===== src/design/hsvargb_pkg.sv =====
// shared types and constants for the hsv to argb pixel converter
// no dependencies; imported by every module of the block
package hsvargb_pkg;

  // field widths
  localparam int unsigned HUE_W    = 15;
  localparam int unsigned BYTE_W   = 8;
  localparam int unsigned CHROMA_W = 16;
  localparam int unsigned WORD_W   = 32;
  localparam int unsigned NUM_CHAN = 3;

  // hue fraction bits by default (degrees times 64)
  localparam int unsigned HUE_FRAC_BITS_DEF = 6;

  // geometry of the colour wheel and the unit scale
  localparam int unsigned SECTOR_DEG = 60;
  localparam int unsigned SECTORS    = 6;
  localparam int unsigned UNIT_SCALE = 255;

  // reciprocal for hue degrees / 60, exact after one correction for 15-bit inputs
  localparam int unsigned DIV60_SHIFT = 21;
  localparam int unsigned DIV60_MUL   = (1 << DIV60_SHIFT) / SECTOR_DEG;
  localparam int unsigned DIV60_MUL_W = $clog2(DIV60_MUL + 1);

  // reciprocal for sector count / 6, exact after one correction below 1024
  localparam int unsigned DIV6_SHIFT = 13;
  localparam int unsigned DIV6_MUL   = (1 << DIV6_SHIFT) / SECTORS;
  localparam int unsigned DIV6_MUL_W = $clog2(DIV6_MUL + 1);

  // chroma times weight after dropping the hue fraction bits: at most 65025 * 60
  localparam int unsigned XSRC_W       = 22;
  localparam int unsigned DIV60W_SHIFT = 28;
  localparam int unsigned DIV60W_MUL   = (1 << DIV60W_SHIFT) / SECTOR_DEG;
  localparam int unsigned DIV60W_MUL_W = $clog2(DIV60W_MUL + 1);

  // reciprocal for channel / 255, exact after one correction for 16-bit inputs
  localparam int unsigned DIV255_SHIFT = 16;
  localparam int unsigned DIV255_MUL   = 257;
  localparam int unsigned DIV255_MUL_W = $clog2(DIV255_MUL + 1);

  // register stages from accepted transaction to result strobe
  localparam int unsigned PIPE_DEPTH = 10;

  // sixty-degree sectors of the colour wheel
  typedef enum logic [2:0] {
    SEC_RED_YELLOW   = 3'd0,
    SEC_YELLOW_GREEN = 3'd1,
    SEC_GREEN_CYAN   = 3'd2,
    SEC_CYAN_BLUE    = 3'd3,
    SEC_BLUE_MAGENTA = 3'd4,
    SEC_MAGENTA_RED  = 3'd5
  } sector_e;

endpackage


===== src/design/hsvargb_sector.sv =====
// hue split into sector and weight, plus chroma and offset, four register stages
// depends on hsvargb_pkg
module hsvargb_sector #(
  parameter int unsigned HueFracBits = hsvargb_pkg::HUE_FRAC_BITS_DEF
) (
  input  logic                              clk_i,
  input  logic                              rst_ni,
  input  logic                              valid_i,
  input  logic [hsvargb_pkg::HUE_W-1:0]     hue_i,
  input  logic [hsvargb_pkg::BYTE_W-1:0]    saturation_i,
  input  logic [hsvargb_pkg::BYTE_W-1:0]    brightness_i,
  input  logic [hsvargb_pkg::BYTE_W-1:0]    alpha_i,
  output logic                              valid_o,
  output hsvargb_pkg::sector_e              sector_o,
  output logic [$clog2((hsvargb_pkg::SECTOR_DEG << HueFracBits) + 1)-1:0] weight_o,
  output logic [hsvargb_pkg::CHROMA_W-1:0]  chroma_o,
  output logic [hsvargb_pkg::CHROMA_W-1:0]  offset_o,
  output logic [hsvargb_pkg::BYTE_W-1:0]    alpha_o
);
  import hsvargb_pkg::*;

  localparam int unsigned Span   = SECTOR_DEG << HueFracBits;
  localparam int unsigned SpanW  = $clog2(Span + 1);
  localparam int unsigned FracW  = $clog2(Span);
  localparam int unsigned SegW   = HUE_W - HueFracBits;
  localparam int unsigned QuoW   = $clog2((((2 ** HUE_W) - 1) >> HueFracBits) / SECTOR_DEG + 1);
  localparam int unsigned ProdAW = SegW + DIV60_MUL_W;
  localparam int unsigned ProdBW = QuoW + DIV6_MUL_W;
  localparam int unsigned RemW   = $clog2(2 * SECTOR_DEG);
  localparam int unsigned ResW   = $clog2(SECTOR_DEG);
  localparam int unsigned SecW   = $clog2(2 * SECTORS);
  localparam int unsigned ModW   = (QuoW > SecW) ? QuoW : SecW;
  localparam logic [HUE_W-1:0] LowMask = HUE_W'((1 << HueFracBits) - 1);

  // stage a registers
  logic                valid_a_q;
  logic [ProdAW-1:0]   prod_a_q;
  logic [SegW-1:0]     seg_a_q;
  logic [HUE_W-1:0]    low_a_q;
  logic [CHROMA_W-1:0] chroma_a_q;
  logic [BYTE_W-1:0]   bright_a_q;
  logic [BYTE_W-1:0]   alpha_a_q;

  // stage b registers
  logic                valid_b_q;
  logic [QuoW-1:0]     quo_b_d, quo_b_q;
  logic [FracW-1:0]    frac_b_d, frac_b_q;
  logic [CHROMA_W-1:0] offset_b_d, offset_b_q;
  logic [CHROMA_W-1:0] chroma_b_q;
  logic [BYTE_W-1:0]   alpha_b_q;

  // stage c registers
  logic                valid_c_q;
  logic [ProdBW-1:0]   prod_c_q;
  logic [QuoW-1:0]     quo_c_q;
  logic [FracW-1:0]    frac_c_q;
  logic [CHROMA_W-1:0] offset_c_q;
  logic [CHROMA_W-1:0] chroma_c_q;
  logic [BYTE_W-1:0]   alpha_c_q;

  // stage d registers
  logic                valid_d_q;
  sector_e             sector_d_d, sector_d_q;
  logic [SpanW-1:0]    weight_d_d, weight_d_q;
  logic [CHROMA_W-1:0] offset_d_q;
  logic [CHROMA_W-1:0] chroma_d_q;
  logic [BYTE_W-1:0]   alpha_d_q;

  // stage b working values
  logic [QuoW-1:0]     quo_est;
  logic [RemW-1:0]     rem_est;
  logic [ResW-1:0]     residue;

  // stage d working values
  logic [ModW-1:0]     six_est;
  logic [SecW-1:0]     sec_est;
  logic [SecW-1:0]     sec_fix;

  // valid bits travel with the data
  always_ff @(posedge clk_i or negedge rst_ni) begin
    if (!rst_ni) begin
      valid_a_q <= 1'b0;
      valid_b_q <= 1'b0;
      valid_c_q <= 1'b0;
      valid_d_q <= 1'b0;
    end else begin
      valid_a_q <= valid_i;
      valid_b_q <= valid_a_q;
      valid_c_q <= valid_b_q;
      valid_d_q <= valid_c_q;
    end
  end

  // stage a: degree count times reciprocal of sixty, chroma product
  always_ff @(posedge clk_i) begin
    seg_a_q    <= SegW'(hue_i >> HueFracBits);
    prod_a_q   <= ProdAW'(hue_i >> HueFracBits) * ProdAW'(DIV60_MUL);
    low_a_q    <= hue_i & LowMask;
    chroma_a_q <= CHROMA_W'(brightness_i) * CHROMA_W'(saturation_i);
    bright_a_q <= brightness_i;
    alpha_a_q  <= alpha_i;
  end

  // stage b: correct the sixty quotient, rebuild the fraction, form the offset
  always_comb begin
    quo_est = QuoW'(prod_a_q >> DIV60_SHIFT);
    rem_est = RemW'(seg_a_q - SegW'(quo_est) * SegW'(SECTOR_DEG));
    if (rem_est >= RemW'(SECTOR_DEG)) begin
      quo_b_d = quo_est + QuoW'(1);
      residue = ResW'(rem_est - RemW'(SECTOR_DEG));
    end else begin
      quo_b_d = quo_est;
      residue = ResW'(rem_est);
    end
    frac_b_d   = FracW'((HUE_W'(residue) << HueFracBits) | low_a_q);
    offset_b_d = CHROMA_W'(bright_a_q) * CHROMA_W'(UNIT_SCALE) - chroma_a_q;
  end

  always_ff @(posedge clk_i) begin
    quo_b_q    <= quo_b_d;
    frac_b_q   <= frac_b_d;
    offset_b_q <= offset_b_d;
    chroma_b_q <= chroma_a_q;
    alpha_b_q  <= alpha_a_q;
  end

  // stage c: sector count times reciprocal of six
  always_ff @(posedge clk_i) begin
    prod_c_q   <= ProdBW'(quo_b_q) * ProdBW'(DIV6_MUL);
    quo_c_q    <= quo_b_q;
    frac_c_q   <= frac_b_q;
    offset_c_q <= offset_b_q;
    chroma_c_q <= chroma_b_q;
    alpha_c_q  <= alpha_b_q;
  end

  // stage d: sector count modulo six, weight mirrored in odd sectors
  always_comb begin
    six_est = ModW'(prod_c_q >> DIV6_SHIFT);
    sec_est = SecW'(ModW'(quo_c_q) - six_est * ModW'(SECTORS));
    if (sec_est >= SecW'(SECTORS)) begin
      sec_fix = sec_est - SecW'(SECTORS);
    end else begin
      sec_fix = sec_est;
    end
    sector_d_d = sector_e'(3'(sec_fix));
    if (sec_fix[0]) begin
      weight_d_d = SpanW'(Span) - SpanW'(frac_c_q);
    end else begin
      weight_d_d = SpanW'(frac_c_q);
    end
  end

  always_ff @(posedge clk_i) begin
    sector_d_q <= sector_d_d;
    weight_d_q <= weight_d_d;
    offset_d_q <= offset_c_q;
    chroma_d_q <= chroma_c_q;
    alpha_d_q  <= alpha_c_q;
  end

  assign valid_o  = valid_d_q;
  assign sector_o = sector_d_q;
  assign weight_o = weight_d_q;
  assign chroma_o = chroma_d_q;
  assign offset_o = offset_d_q;
  assign alpha_o  = alpha_d_q;

  // weight never exceeds one sector span
  a_weight_in_span: assert property (@(posedge clk_i) disable iff (!rst_ni)
    valid_o |-> (weight_o <= SpanW'(Span)))
    else $error("sector weight beyond span");

  // chroma and offset together make brightness at full scale
  a_offset_sum: assert property (@(posedge clk_i) disable iff (!rst_ni)
    valid_o |-> ((CHROMA_W'(offset_o + chroma_o)) ==
                 (CHROMA_W'($past(brightness_i, 4)) * CHROMA_W'(UNIT_SCALE))))
    else $error("offset and chroma disagree with brightness");

endmodule


===== src/design/hsvargb_mix.sv =====
// second colour component x and placement of chroma, x and offset, four register stages
// depends on hsvargb_pkg
module hsvargb_mix #(
  parameter int unsigned HueFracBits = hsvargb_pkg::HUE_FRAC_BITS_DEF
) (
  input  logic                              clk_i,
  input  logic                              rst_ni,
  input  logic                              valid_i,
  input  hsvargb_pkg::sector_e              sector_i,
  input  logic [$clog2((hsvargb_pkg::SECTOR_DEG << HueFracBits) + 1)-1:0] weight_i,
  input  logic [hsvargb_pkg::CHROMA_W-1:0]  chroma_i,
  input  logic [hsvargb_pkg::CHROMA_W-1:0]  offset_i,
  input  logic [hsvargb_pkg::BYTE_W-1:0]    alpha_i,
  output logic                              valid_o,
  output logic [hsvargb_pkg::CHROMA_W-1:0]  red_o,
  output logic [hsvargb_pkg::CHROMA_W-1:0]  green_o,
  output logic [hsvargb_pkg::CHROMA_W-1:0]  blue_o,
  output logic [hsvargb_pkg::BYTE_W-1:0]    alpha_o
);
  import hsvargb_pkg::*;

  localparam int unsigned Span   = SECTOR_DEG << HueFracBits;
  localparam int unsigned SpanW  = $clog2(Span + 1);
  localparam int unsigned ProdCW = CHROMA_W + SpanW;
  localparam int unsigned ProdDW = XSRC_W + DIV60W_MUL_W;

  // stage e registers
  logic                valid_e_q;
  logic [ProdCW-1:0]   prod_e_q;
  sector_e             sector_e_q;
  logic [CHROMA_W-1:0] chroma_e_q;
  logic [CHROMA_W-1:0] offset_e_q;
  logic [BYTE_W-1:0]   alpha_e_q;

  // stage f registers
  logic                valid_f_q;
  logic [XSRC_W-1:0]   scaled_f_q;
  logic [ProdDW-1:0]   prod_f_q;
  sector_e             sector_f_q;
  logic [CHROMA_W-1:0] chroma_f_q;
  logic [CHROMA_W-1:0] offset_f_q;
  logic [BYTE_W-1:0]   alpha_f_q;

  // stage g registers
  logic                valid_g_q;
  logic [CHROMA_W-1:0] x_g_d, x_g_q;
  sector_e             sector_g_q;
  logic [CHROMA_W-1:0] chroma_g_q;
  logic [CHROMA_W-1:0] offset_g_q;
  logic [BYTE_W-1:0]   alpha_g_q;

  // stage h registers
  logic                valid_h_q;
  logic [CHROMA_W-1:0] red_h_d, red_h_q;
  logic [CHROMA_W-1:0] green_h_d, green_h_q;
  logic [CHROMA_W-1:0] blue_h_d, blue_h_q;
  logic [BYTE_W-1:0]   alpha_h_q;

  // working values
  logic [XSRC_W-1:0]   scaled;
  logic [CHROMA_W-1:0] x_est;
  logic [XSRC_W-1:0]   x_rem;
  logic [CHROMA_W-1:0] red_p, green_p, blue_p;

  // valid bits travel with the data
  always_ff @(posedge clk_i or negedge rst_ni) begin
    if (!rst_ni) begin
      valid_e_q <= 1'b0;
      valid_f_q <= 1'b0;
      valid_g_q <= 1'b0;
      valid_h_q <= 1'b0;
    end else begin
      valid_e_q <= valid_i;
      valid_f_q <= valid_e_q;
      valid_g_q <= valid_f_q;
      valid_h_q <= valid_g_q;
    end
  end

  // stage e: chroma times sector weight
  always_ff @(posedge clk_i) begin
    prod_e_q   <= ProdCW'(chroma_i) * ProdCW'(weight_i);
    sector_e_q <= sector_i;
    chroma_e_q <= chroma_i;
    offset_e_q <= offset_i;
    alpha_e_q  <= alpha_i;
  end

  // stage f: drop hue fraction bits, multiply by reciprocal of sixty
  assign scaled = XSRC_W'(prod_e_q >> HueFracBits);

  always_ff @(posedge clk_i) begin
    scaled_f_q <= scaled;
    prod_f_q   <= ProdDW'(scaled) * ProdDW'(DIV60W_MUL);
    sector_f_q <= sector_e_q;
    chroma_f_q <= chroma_e_q;
    offset_f_q <= offset_e_q;
    alpha_f_q  <= alpha_e_q;
  end

  // stage g: one correction step gives the truncated quotient
  always_comb begin
    x_est = CHROMA_W'(prod_f_q >> DIV60W_SHIFT);
    x_rem = scaled_f_q - XSRC_W'(x_est) * XSRC_W'(SECTOR_DEG);
    if (x_rem >= XSRC_W'(SECTOR_DEG)) begin
      x_g_d = x_est + CHROMA_W'(1);
    end else begin
      x_g_d = x_est;
    end
  end

  always_ff @(posedge clk_i) begin
    x_g_q      <= x_g_d;
    sector_g_q <= sector_f_q;
    chroma_g_q <= chroma_f_q;
    offset_g_q <= offset_f_q;
    alpha_g_q  <= alpha_f_q;
  end

  // stage h: place chroma and x by sector, add the offset
  always_comb begin
    red_p   = '0;
    green_p = '0;
    blue_p  = '0;
    case (sector_g_q)
      SEC_RED_YELLOW: begin
        red_p   = chroma_g_q;
        green_p = x_g_q;
      end
      SEC_YELLOW_GREEN: begin
        red_p   = x_g_q;
        green_p = chroma_g_q;
      end
      SEC_GREEN_CYAN: begin
        green_p = chroma_g_q;
        blue_p  = x_g_q;
      end
      SEC_CYAN_BLUE: begin
        green_p = x_g_q;
        blue_p  = chroma_g_q;
      end
      SEC_BLUE_MAGENTA: begin
        red_p  = x_g_q;
        blue_p = chroma_g_q;
      end
      SEC_MAGENTA_RED: begin
        red_p  = chroma_g_q;
        blue_p = x_g_q;
      end
      default: begin
        red_p  = chroma_g_q;
        blue_p = x_g_q;
      end
    endcase
    red_h_d   = red_p + offset_g_q;
    green_h_d = green_p + offset_g_q;
    blue_h_d  = blue_p + offset_g_q;
  end

  always_ff @(posedge clk_i) begin
    red_h_q   <= red_h_d;
    green_h_q <= green_h_d;
    blue_h_q  <= blue_h_d;
    alpha_h_q <= alpha_g_q;
  end

  assign valid_o = valid_h_q;
  assign red_o   = red_h_q;
  assign green_o = green_h_q;
  assign blue_o  = blue_h_q;
  assign alpha_o = alpha_h_q;

  // the second component never exceeds chroma
  a_x_below_chroma: assert property (@(posedge clk_i) disable iff (!rst_ni)
    valid_g_q |-> (x_g_q <= chroma_g_q))
    else $error("second colour component above chroma");

endmodule


===== src/design/hsvargb_scale.sv =====
// per-channel truncating divide by 255 and argb8888 packing, two register stages
// depends on hsvargb_pkg
module hsvargb_scale (
  input  logic                              clk_i,
  input  logic                              rst_ni,
  input  logic                              valid_i,
  input  logic [hsvargb_pkg::CHROMA_W-1:0]  red_i,
  input  logic [hsvargb_pkg::CHROMA_W-1:0]  green_i,
  input  logic [hsvargb_pkg::CHROMA_W-1:0]  blue_i,
  input  logic [hsvargb_pkg::BYTE_W-1:0]    alpha_i,
  output logic                              valid_o,
  output logic [hsvargb_pkg::WORD_W-1:0]    argb_word_o
);
  import hsvargb_pkg::*;

  localparam int unsigned ProdW = CHROMA_W + DIV255_MUL_W;

  logic [CHROMA_W-1:0] chan_in [NUM_CHAN];

  // stage i registers
  logic                valid_i_q;
  logic [CHROMA_W-1:0] sum_i_q [NUM_CHAN];
  logic [BYTE_W-1:0]   est_i_d [NUM_CHAN];
  logic [BYTE_W-1:0]   est_i_q [NUM_CHAN];
  logic [BYTE_W-1:0]   alpha_i_q;

  // stage j registers
  logic                valid_j_q;
  logic [BYTE_W-1:0]   byte_j_d [NUM_CHAN];
  logic [WORD_W-1:0]   word_j_q;

  logic [CHROMA_W-1:0] chan_rem [NUM_CHAN];

  assign chan_in[0] = red_i;
  assign chan_in[1] = green_i;
  assign chan_in[2] = blue_i;

  // valid bits travel with the data
  always_ff @(posedge clk_i or negedge rst_ni) begin
    if (!rst_ni) begin
      valid_i_q <= 1'b0;
      valid_j_q <= 1'b0;
    end else begin
      valid_i_q <= valid_i;
      valid_j_q <= valid_i_q;
    end
  end

  // stage i: quotient estimate by reciprocal of 255
  always_comb begin
    for (int c = 0; c < NUM_CHAN; c++) begin
      est_i_d[c] = BYTE_W'((ProdW'(chan_in[c]) * ProdW'(DIV255_MUL)) >> DIV255_SHIFT);
    end
  end

  always_ff @(posedge clk_i) begin
    for (int c = 0; c < NUM_CHAN; c++) begin
      sum_i_q[c] <= chan_in[c];
      est_i_q[c] <= est_i_d[c];
    end
    alpha_i_q <= alpha_i;
  end

  // stage j: one correction step, then pack alpha, red, green, blue
  always_comb begin
    for (int c = 0; c < NUM_CHAN; c++) begin
      chan_rem[c] = sum_i_q[c] - CHROMA_W'(est_i_q[c]) * CHROMA_W'(UNIT_SCALE);
      if (chan_rem[c] >= CHROMA_W'(UNIT_SCALE)) begin
        byte_j_d[c] = est_i_q[c] + BYTE_W'(1);
      end else begin
        byte_j_d[c] = est_i_q[c];
      end
    end
  end

  always_ff @(posedge clk_i) begin
    word_j_q <= {alpha_i_q, byte_j_d[0], byte_j_d[1], byte_j_d[2]};
  end

  assign valid_o     = valid_j_q;
  assign argb_word_o = word_j_q;

endmodule


===== src/design/hsv_to_argb_pixel.sv =====
// top level of the hsv to argb8888 pixel converter
// depends on hsvargb_pkg, hsvargb_sector, hsvargb_mix and hsvargb_scale
//
// Converts one hsv pixel with alpha per clock cycle into a packed argb8888 word.
// A transaction is taken on every cycle with start high; busy is never raised,
// since the ten-stage pipeline advances every cycle and holds no item back.
// Each result appears on argb_word_o for one cycle with done_o high, in the order
// of the starts, once it has passed the pipeline; the receiver must take it then.
// Hue wraps modulo a full turn; there is no state beyond the pipeline itself.
module hsv_to_argb_pixel #(
  parameter int unsigned HueFracBits = hsvargb_pkg::HUE_FRAC_BITS_DEF
) (
  input  logic                            clk_i,
  input  logic                            rst_ni,
  input  logic                            start,
  output logic                            busy,
  input  logic [hsvargb_pkg::HUE_W-1:0]   hue_i,
  input  logic [hsvargb_pkg::BYTE_W-1:0]  saturation_i,
  input  logic [hsvargb_pkg::BYTE_W-1:0]  brightness_i,
  input  logic [hsvargb_pkg::BYTE_W-1:0]  alpha_i,
  output logic                            done_o,
  output logic [hsvargb_pkg::WORD_W-1:0]  argb_word_o
);
  import hsvargb_pkg::*;

  localparam int unsigned SpanW = $clog2((SECTOR_DEG << HueFracBits) + 1);

  logic                accept;

  logic                sec_valid;
  sector_e             sec_sector;
  logic [SpanW-1:0]    sec_weight;
  logic [CHROMA_W-1:0] sec_chroma;
  logic [CHROMA_W-1:0] sec_offset;
  logic [BYTE_W-1:0]   sec_alpha;

  logic                mix_valid;
  logic [CHROMA_W-1:0] mix_red;
  logic [CHROMA_W-1:0] mix_green;
  logic [CHROMA_W-1:0] mix_blue;
  logic [BYTE_W-1:0]   mix_alpha;

  // the pipeline never stalls
  assign busy   = 1'b0;
  assign accept = start & ~busy;

  // hue split, chroma and offset
  hsvargb_sector #(
    .HueFracBits(HueFracBits)
  ) u_sector (
    .clk_i        (clk_i),
    .rst_ni       (rst_ni),
    .valid_i      (accept),
    .hue_i        (hue_i),
    .saturation_i (saturation_i),
    .brightness_i (brightness_i),
    .alpha_i      (alpha_i),
    .valid_o      (sec_valid),
    .sector_o     (sec_sector),
    .weight_o     (sec_weight),
    .chroma_o     (sec_chroma),
    .offset_o     (sec_offset),
    .alpha_o      (sec_alpha)
  );

  // second component and channel placement
  hsvargb_mix #(
    .HueFracBits(HueFracBits)
  ) u_mix (
    .clk_i    (clk_i),
    .rst_ni   (rst_ni),
    .valid_i  (sec_valid),
    .sector_i (sec_sector),
    .weight_i (sec_weight),
    .chroma_i (sec_chroma),
    .offset_i (sec_offset),
    .alpha_i  (sec_alpha),
    .valid_o  (mix_valid),
    .red_o    (mix_red),
    .green_o  (mix_green),
    .blue_o   (mix_blue),
    .alpha_o  (mix_alpha)
  );

  // divide by 255 and pack
  hsvargb_scale u_scale (
    .clk_i       (clk_i),
    .rst_ni      (rst_ni),
    .valid_i     (mix_valid),
    .red_i       (mix_red),
    .green_i     (mix_green),
    .blue_i      (mix_blue),
    .alpha_i     (mix_alpha),
    .valid_o     (done_o),
    .argb_word_o (argb_word_o)
  );

  // every result traces back to a transaction a fixed latency earlier
  a_latency: assert property (@(posedge clk_i) disable iff (!rst_ni)
    done_o |-> $past(start, PIPE_DEPTH))
    else $error("result strobe without matching transaction");

  // alpha reaches the top byte untouched
  a_alpha_pass: assert property (@(posedge clk_i) disable iff (!rst_ni)
    done_o |-> (argb_word_o[WORD_W-1 -: BYTE_W] == $past(alpha_i, PIPE_DEPTH)))
    else $error("alpha byte corrupted");

  // zero saturation gives grey at the brightness level
  a_grey: assert property (@(posedge clk_i) disable iff (!rst_ni)
    (done_o && ($past(saturation_i, PIPE_DEPTH) == '0)) |->
      ((argb_word_o[23:16] == $past(brightness_i, PIPE_DEPTH)) &&
       (argb_word_o[15:8] == $past(brightness_i, PIPE_DEPTH)) &&
       (argb_word_o[7:0] == $past(brightness_i, PIPE_DEPTH))))
    else $error("unsaturated pixel not grey");

endmodule

===== config.mk =====
export PLATFORM = sky130hd
export DESIGN_NAME = hsv_to_argb_pixel
export DESIGN_NICKNAME = d
export VERILOG_FILES = /design/src/design/hsvargb_pkg.sv /design/src/design/hsvargb_sector.sv /design/src/design/hsvargb_mix.sv /design/src/design/hsvargb_scale.sv /design/src/design/hsv_to_argb_pixel.sv
export SDC_FILE = /design/constraint.sdc
export NUM_CORES = 2
export LEC_CHECK = 0
export ABC_AREA = 1
export BUFFER_PORTS_ARGS = -buffer_cell sky130_fd_sc_hd__buf_2
export CAP_MARGIN = 15
export CORE_MARGIN = 2
export CORE_UTILIZATION = 58
export DETAILED_ROUTE_END_ITERATION = 7
export GPL_ROUTABILITY_DRIVEN = 0
export GPL_TIMING_DRIVEN = 0
export PLACE_DENSITY_LB_ADDON = 0.15
export SYNTH_ARGS = -nofsm -noshare
export SYNTH_HDL_FRONTEND = slang
export SYNTH_SLANG_ARGS = --single-unit

===== constraint.sdc =====
create_clock -name clk_i -period 5.2 [get_ports clk_i]
set_input_delay 1.04 -clock clk_i [delete_from_list [all_inputs] [get_ports clk_i]]
set_output_delay 1.04 -clock clk_i [all_outputs]
set_load 0.01 [all_outputs]

==> metrics.log <==
INFO  metric routed-via-count = 30100
INFO  metric die_x = ~280 microns
INFO  metric cts.clk_slew.worst_paths = 0.07 ns
INFO  metric synth-simple-area-share = between 10 and 15%
INFO  metric number_of_flops_mapped_to_enable_cells_by_yosys = 0
INFO  metric timing.critical_path.required = 5.71 ns
INFO  metric cts-hold-fix-buffers = 0
INFO  metric layout-area-overhead-vs-synth = 9.64%
INFO  metric syn_area_per_cell = around 9.1 sq um
INFO  metric drc = 0
INFO  metric tritoncts = yes
INFO  metric regToRegStartpoint = u_mix.prod_f_q[28]
INFO  metric final.setup.tns = 0 ns
INFO  metric number_of_global_route_vias_before_repair = 29800
INFO  metric drt_pre_antenna_iters = 6
INFO  metric outcome = finished clean
INFO  metric area_leader_netlist = sky130_fd_sc_hd__dfxtp_1
INFO  metric numClockSinks = approximately 600
INFO  metric synthAdderAreaFrac = 38.6%
INFO  metric worst_hold_path_type = in2async
INFO  metric fmax = ~200 MHz
INFO  metric synth_compound_area_share = between 6 and 7%
INFO  metric fraction_of_synthesized_area_in_multiplexers = 0%
INFO  metric finish.net_count = around 6000
INFO  metric final_cell_count_no_fill = just under 6000
INFO  metric worstRegToRegCells = 26
INFO  metric post-route-min-period = approximately 5.0 ns
INFO  metric mappedNetlistNets = 5800
INFO  metric yosysWarningCount = 0
INFO  metric synth_cell_types = between 50 and 60
INFO  metric grt_start_max_net_pins = 19
INFO  metric slew_violations = 0
INFO  metric vias_per_cell = between 5 and 6
INFO  metric number_of_top_level_pins = 76
INFO  metric antenna_violations_before_repair = 0
INFO  metric dpl.hpwl = slightly above 70 mm
INFO  metric rr_endpoint = u_mix.x_g_q[11]
INFO  metric clk_root_buffer_cell = sky130_fd_sc_hd__clkbuf_16
INFO  metric layout_worst_path_cycle_share = a little over nine tenths
INFO  metric initialDrtViolationCount = between 1500 and 2000
INFO  metric place_inst = about 5700
INFO  metric worst_slew_margin_rel = between 50% and 60%
INFO  metric cts_buffer_depth = 3
INFO  metric path_max_fanout = 8
INFO  metric post_synth_xor_area_fraction = 5.03%
INFO  metric synth-seq-cells = between 500 and 600
INFO  metric initial_core_util = between 50 and 60%
INFO  metric synthArstFlopShare = ~1.7%
INFO  metric timing.critical_path.arrival = between 5 and 6 ns
INFO  metric total_of_max_cap_violations = 0
INFO  metric fp.dieH = 276 microns
INFO  metric placement_rows = between 90 and 100
INFO  metric final_layout_size_suffix_gt1_share = under 10%
INFO  metric fin_worst_skew = approximately 0.052 ns
INFO  metric tritoncts.num_buffers = 57
INFO  metric worstSetupStartpointType = flop
INFO  metric finalHoldViolations = 0
INFO  metric netlist_top_cells_area = sky130_fd_sc_hd__dfxtp_1 (28%), sky130_fd_sc_hd__fa_1 (20%), sky130_fd_sc_hd__ha_1 (18%)
INFO  metric fillers = ~6000
INFO  metric yosys.area.top_type_share = ~28%
INFO  metric seq_area_frac_synth = 28.1%
INFO  metric port-buffer-count = 66
INFO  metric antenna-diode-count = 0
INFO  metric synth_top_family_by_area = adder cells
INFO  metric global_route_wire_length_before_repair = 146 mm
INFO  metric postSynth.topFlopCell = sky130_fd_sc_hd__dfxtp_1
INFO  metric place_ws = -0.548 ns
INFO  metric grt_overflow = 0
INFO  metric h-tree-depth = 2
INFO  metric syn-cell-area = ~43000 sq um
INFO  metric routedWlPerCell = approximately 15 microns
INFO  metric worstSetupPathType = reg2reg
INFO  metric worst-slew-pin-transition = approximately 0.63 ns
INFO  metric clock_latency = between 0.6 and 0.7 ns
INFO  metric postRouteAntennaNets = 0
INFO  metric core_area = about 73000 sq um
INFO  metric synth_cells = 4699
INFO  metric critical_path.endpoint_type = flop
INFO  metric reg2reg_slack = a little over 0.2 ns
INFO  metric track_usage = about a quarter
INFO  metric die_area = roughly 76000 sq um
INFO  metric final_count_of_negative_setup_slack_endpoints = 0
INFO  metric detail_route.wirelength = 87.9 mm
INFO  metric worst_slack = slightly above 0.2 ns
INFO  metric rsz_0062_raised_after_global_routing = true
==> cell type report <==
type	count	area (sq um)	area share (%)
clock inverters	25	360	0.768
repair buffers	91	556	1.18
inverters	965	3640	7.75
well taps	959	1200	2.56
multi-input cells	3066	27100	57.8
flip-flops and latches	599	12100	25.8
plain buffers	55	305	0.650
clock buffers	81	1630	3.47
==> layer usage <==
layer	GRT usage [%]	vias to the layer above	share of wire, %
met3	4.23	175	5.5
li1	-	15000	-
met4	7.39	0	3.1
met1	31.7	14200	45
met2	39.3	679	47
met5	0	-	0
==> flip-flops by register name, indices dropped and copies added (netlist names), 20 cells and up <==
name                 count
u_scale.sum_i_q         48
u_mix.scaled_f_q        20
u_scale.est_i_q         24
u_mix.prod_e_q          22
u_scale.argb_word_o     32
==> critical path, stage by stage (launching register included) <==
cell and delay, ns:
sky130_fd_sc_hd__dfxtp_4 0.39, sky130_fd_sc_hd__fa_1 0.56, sky130_fd_sc_hd__inv_1 0.05, sky130_fd_sc_hd__fa_1 0.48
sky130_fd_sc_hd__fa_2 0.40, sky130_fd_sc_hd__o21ai_2 0.19, sky130_fd_sc_hd__a21oi_2 0.10, sky130_fd_sc_hd__o21ai_2 0.22
sky130_fd_sc_hd__a21boi_2 0.10, sky130_fd_sc_hd__o21ai_2 0.15, sky130_fd_sc_hd__nand2_1 0.07, sky130_fd_sc_hd__nand2_1 0.09
sky130_fd_sc_hd__xor2_2 0.26, sky130_fd_sc_hd__ha_4 0.19, sky130_fd_sc_hd__nand2_2 0.09, sky130_fd_sc_hd__nor2_4 0.15
sky130_fd_sc_hd__and2_1 0.16, sky130_fd_sc_hd__nand4_1 0.18, sky130_fd_sc_hd__nand4_1 0.14, sky130_fd_sc_hd__nand2_1 0.08
sky130_fd_sc_hd__nor2_2 0.11, sky130_fd_sc_hd__inv_2 0.04, sky130_fd_sc_hd__nor2_2 0.13, sky130_fd_sc_hd__nand4_4 0.17
sky130_fd_sc_hd__buf_4 0.24, sky130_fd_sc_hd__nand2_1 0.05, sky130_fd_sc_hd__nand2_1 0.05
==> synth_stat cells (all sizes together), types with 7 or more instances <==
| library cell | number |
|---|---|
| a31oi | 12 |
| o21ai | 123 |
| dfrtp | 10 |
| o31ai | 11 |
| ha | 623 |
| nand3 | 129 |
| or2 | 8 |
| a21oi | 239 |
| nor3 | 33 |
| xnor2 | 83 |
| fa | 436 |
| o21bai | 9 |
| dfxtp | 589 |
| a21boi | 11 |
| o21a | 10 |
| nand2 | 824 |
| o22ai | 48 |
| inv | 965 |
| xor2 | 163 |
| clkbuf | 62 |
| nor2 | 153 |
| a221oi | 9 |
| nand4 | 84 |
| nand3b | 10 |
| a21o | 16 |
| buf | 7 |
==> cells by family after synthesis <==
group	Yosys count
AND/OR/NAND/NOR	1256
adder cells (fa/ha/maj)	1059
buffers and inverters	1034
flip-flops	599
AO/OA/AOI/OAI	504
XOR/XNOR	246
other	1
==> per-stage QoR <==
stage	hold WS [ns]	instance area, sq um	util (%)
2_1_floorplan	0.310	42800	-
3_3_place_gp	0.310	44300	60.8
3_5_place_dp	0.312	44300	60.8
4_1_cts	0.206	46400	63.6
5_1_grt	0.213	46900	64.3
6_report	0.242	46900	64.3
==> repair_timing <==
| action | 4_1_cts | 5_1_grt |
|---|---|---|
| gates cloned | 0 | 1 |
| endpoints found under the setup margin | 41 | 60 |
| resized for setup | 47 | 137 |
| pin swaps | 2 | 16 |
| buffers inserted | 2 | 22 |
==> how the worst max path moves through the flow <==
stage	slack [ns]	from	depth (start not counted)	endpoint
floorplan	0.29	saturation_i[7]	15	u_sector.chroma_a_q[14]
global placement	-0.51	u_sector.weight_o[6]	19	u_mix.prod_e_q[20]
detailed placement	-0.55	u_sector.weight_o[6]	19	u_mix.prod_e_q[20]
CTS	0.002	u_sector.chroma_o[7]	18	u_mix.prod_e_q[20]
global route	-0.06	u_mix.prod_f_q[30]	29	u_mix.x_g_q[10]
finish	0.20	u_mix.prod_f_q[28]	26	u_mix.x_g_q[11]
==> cell usage in the layout, fill, tap and decap left out, drive strengths merged, types with 10 or more instances in the layout <==
master	instances
inv	964
nand2	824
ha	623
dfxtp	589
fa	436
a21oi	239
xor2	163
nor2	153
nand3	129
o21ai	123
clkbuf	114
buf	113
nand4	84
xnor2	83
o22ai	48
nor3	33
a21o	16
clkinv	14
a31oi	12
o31ai	11
a21boi	11
nand3b	10
o21a	10
dfrtp	10
Power is left out: the tool's default activity adds up to more than one toggle a clock period on the data nets, which glitch-free logic cannot reach.
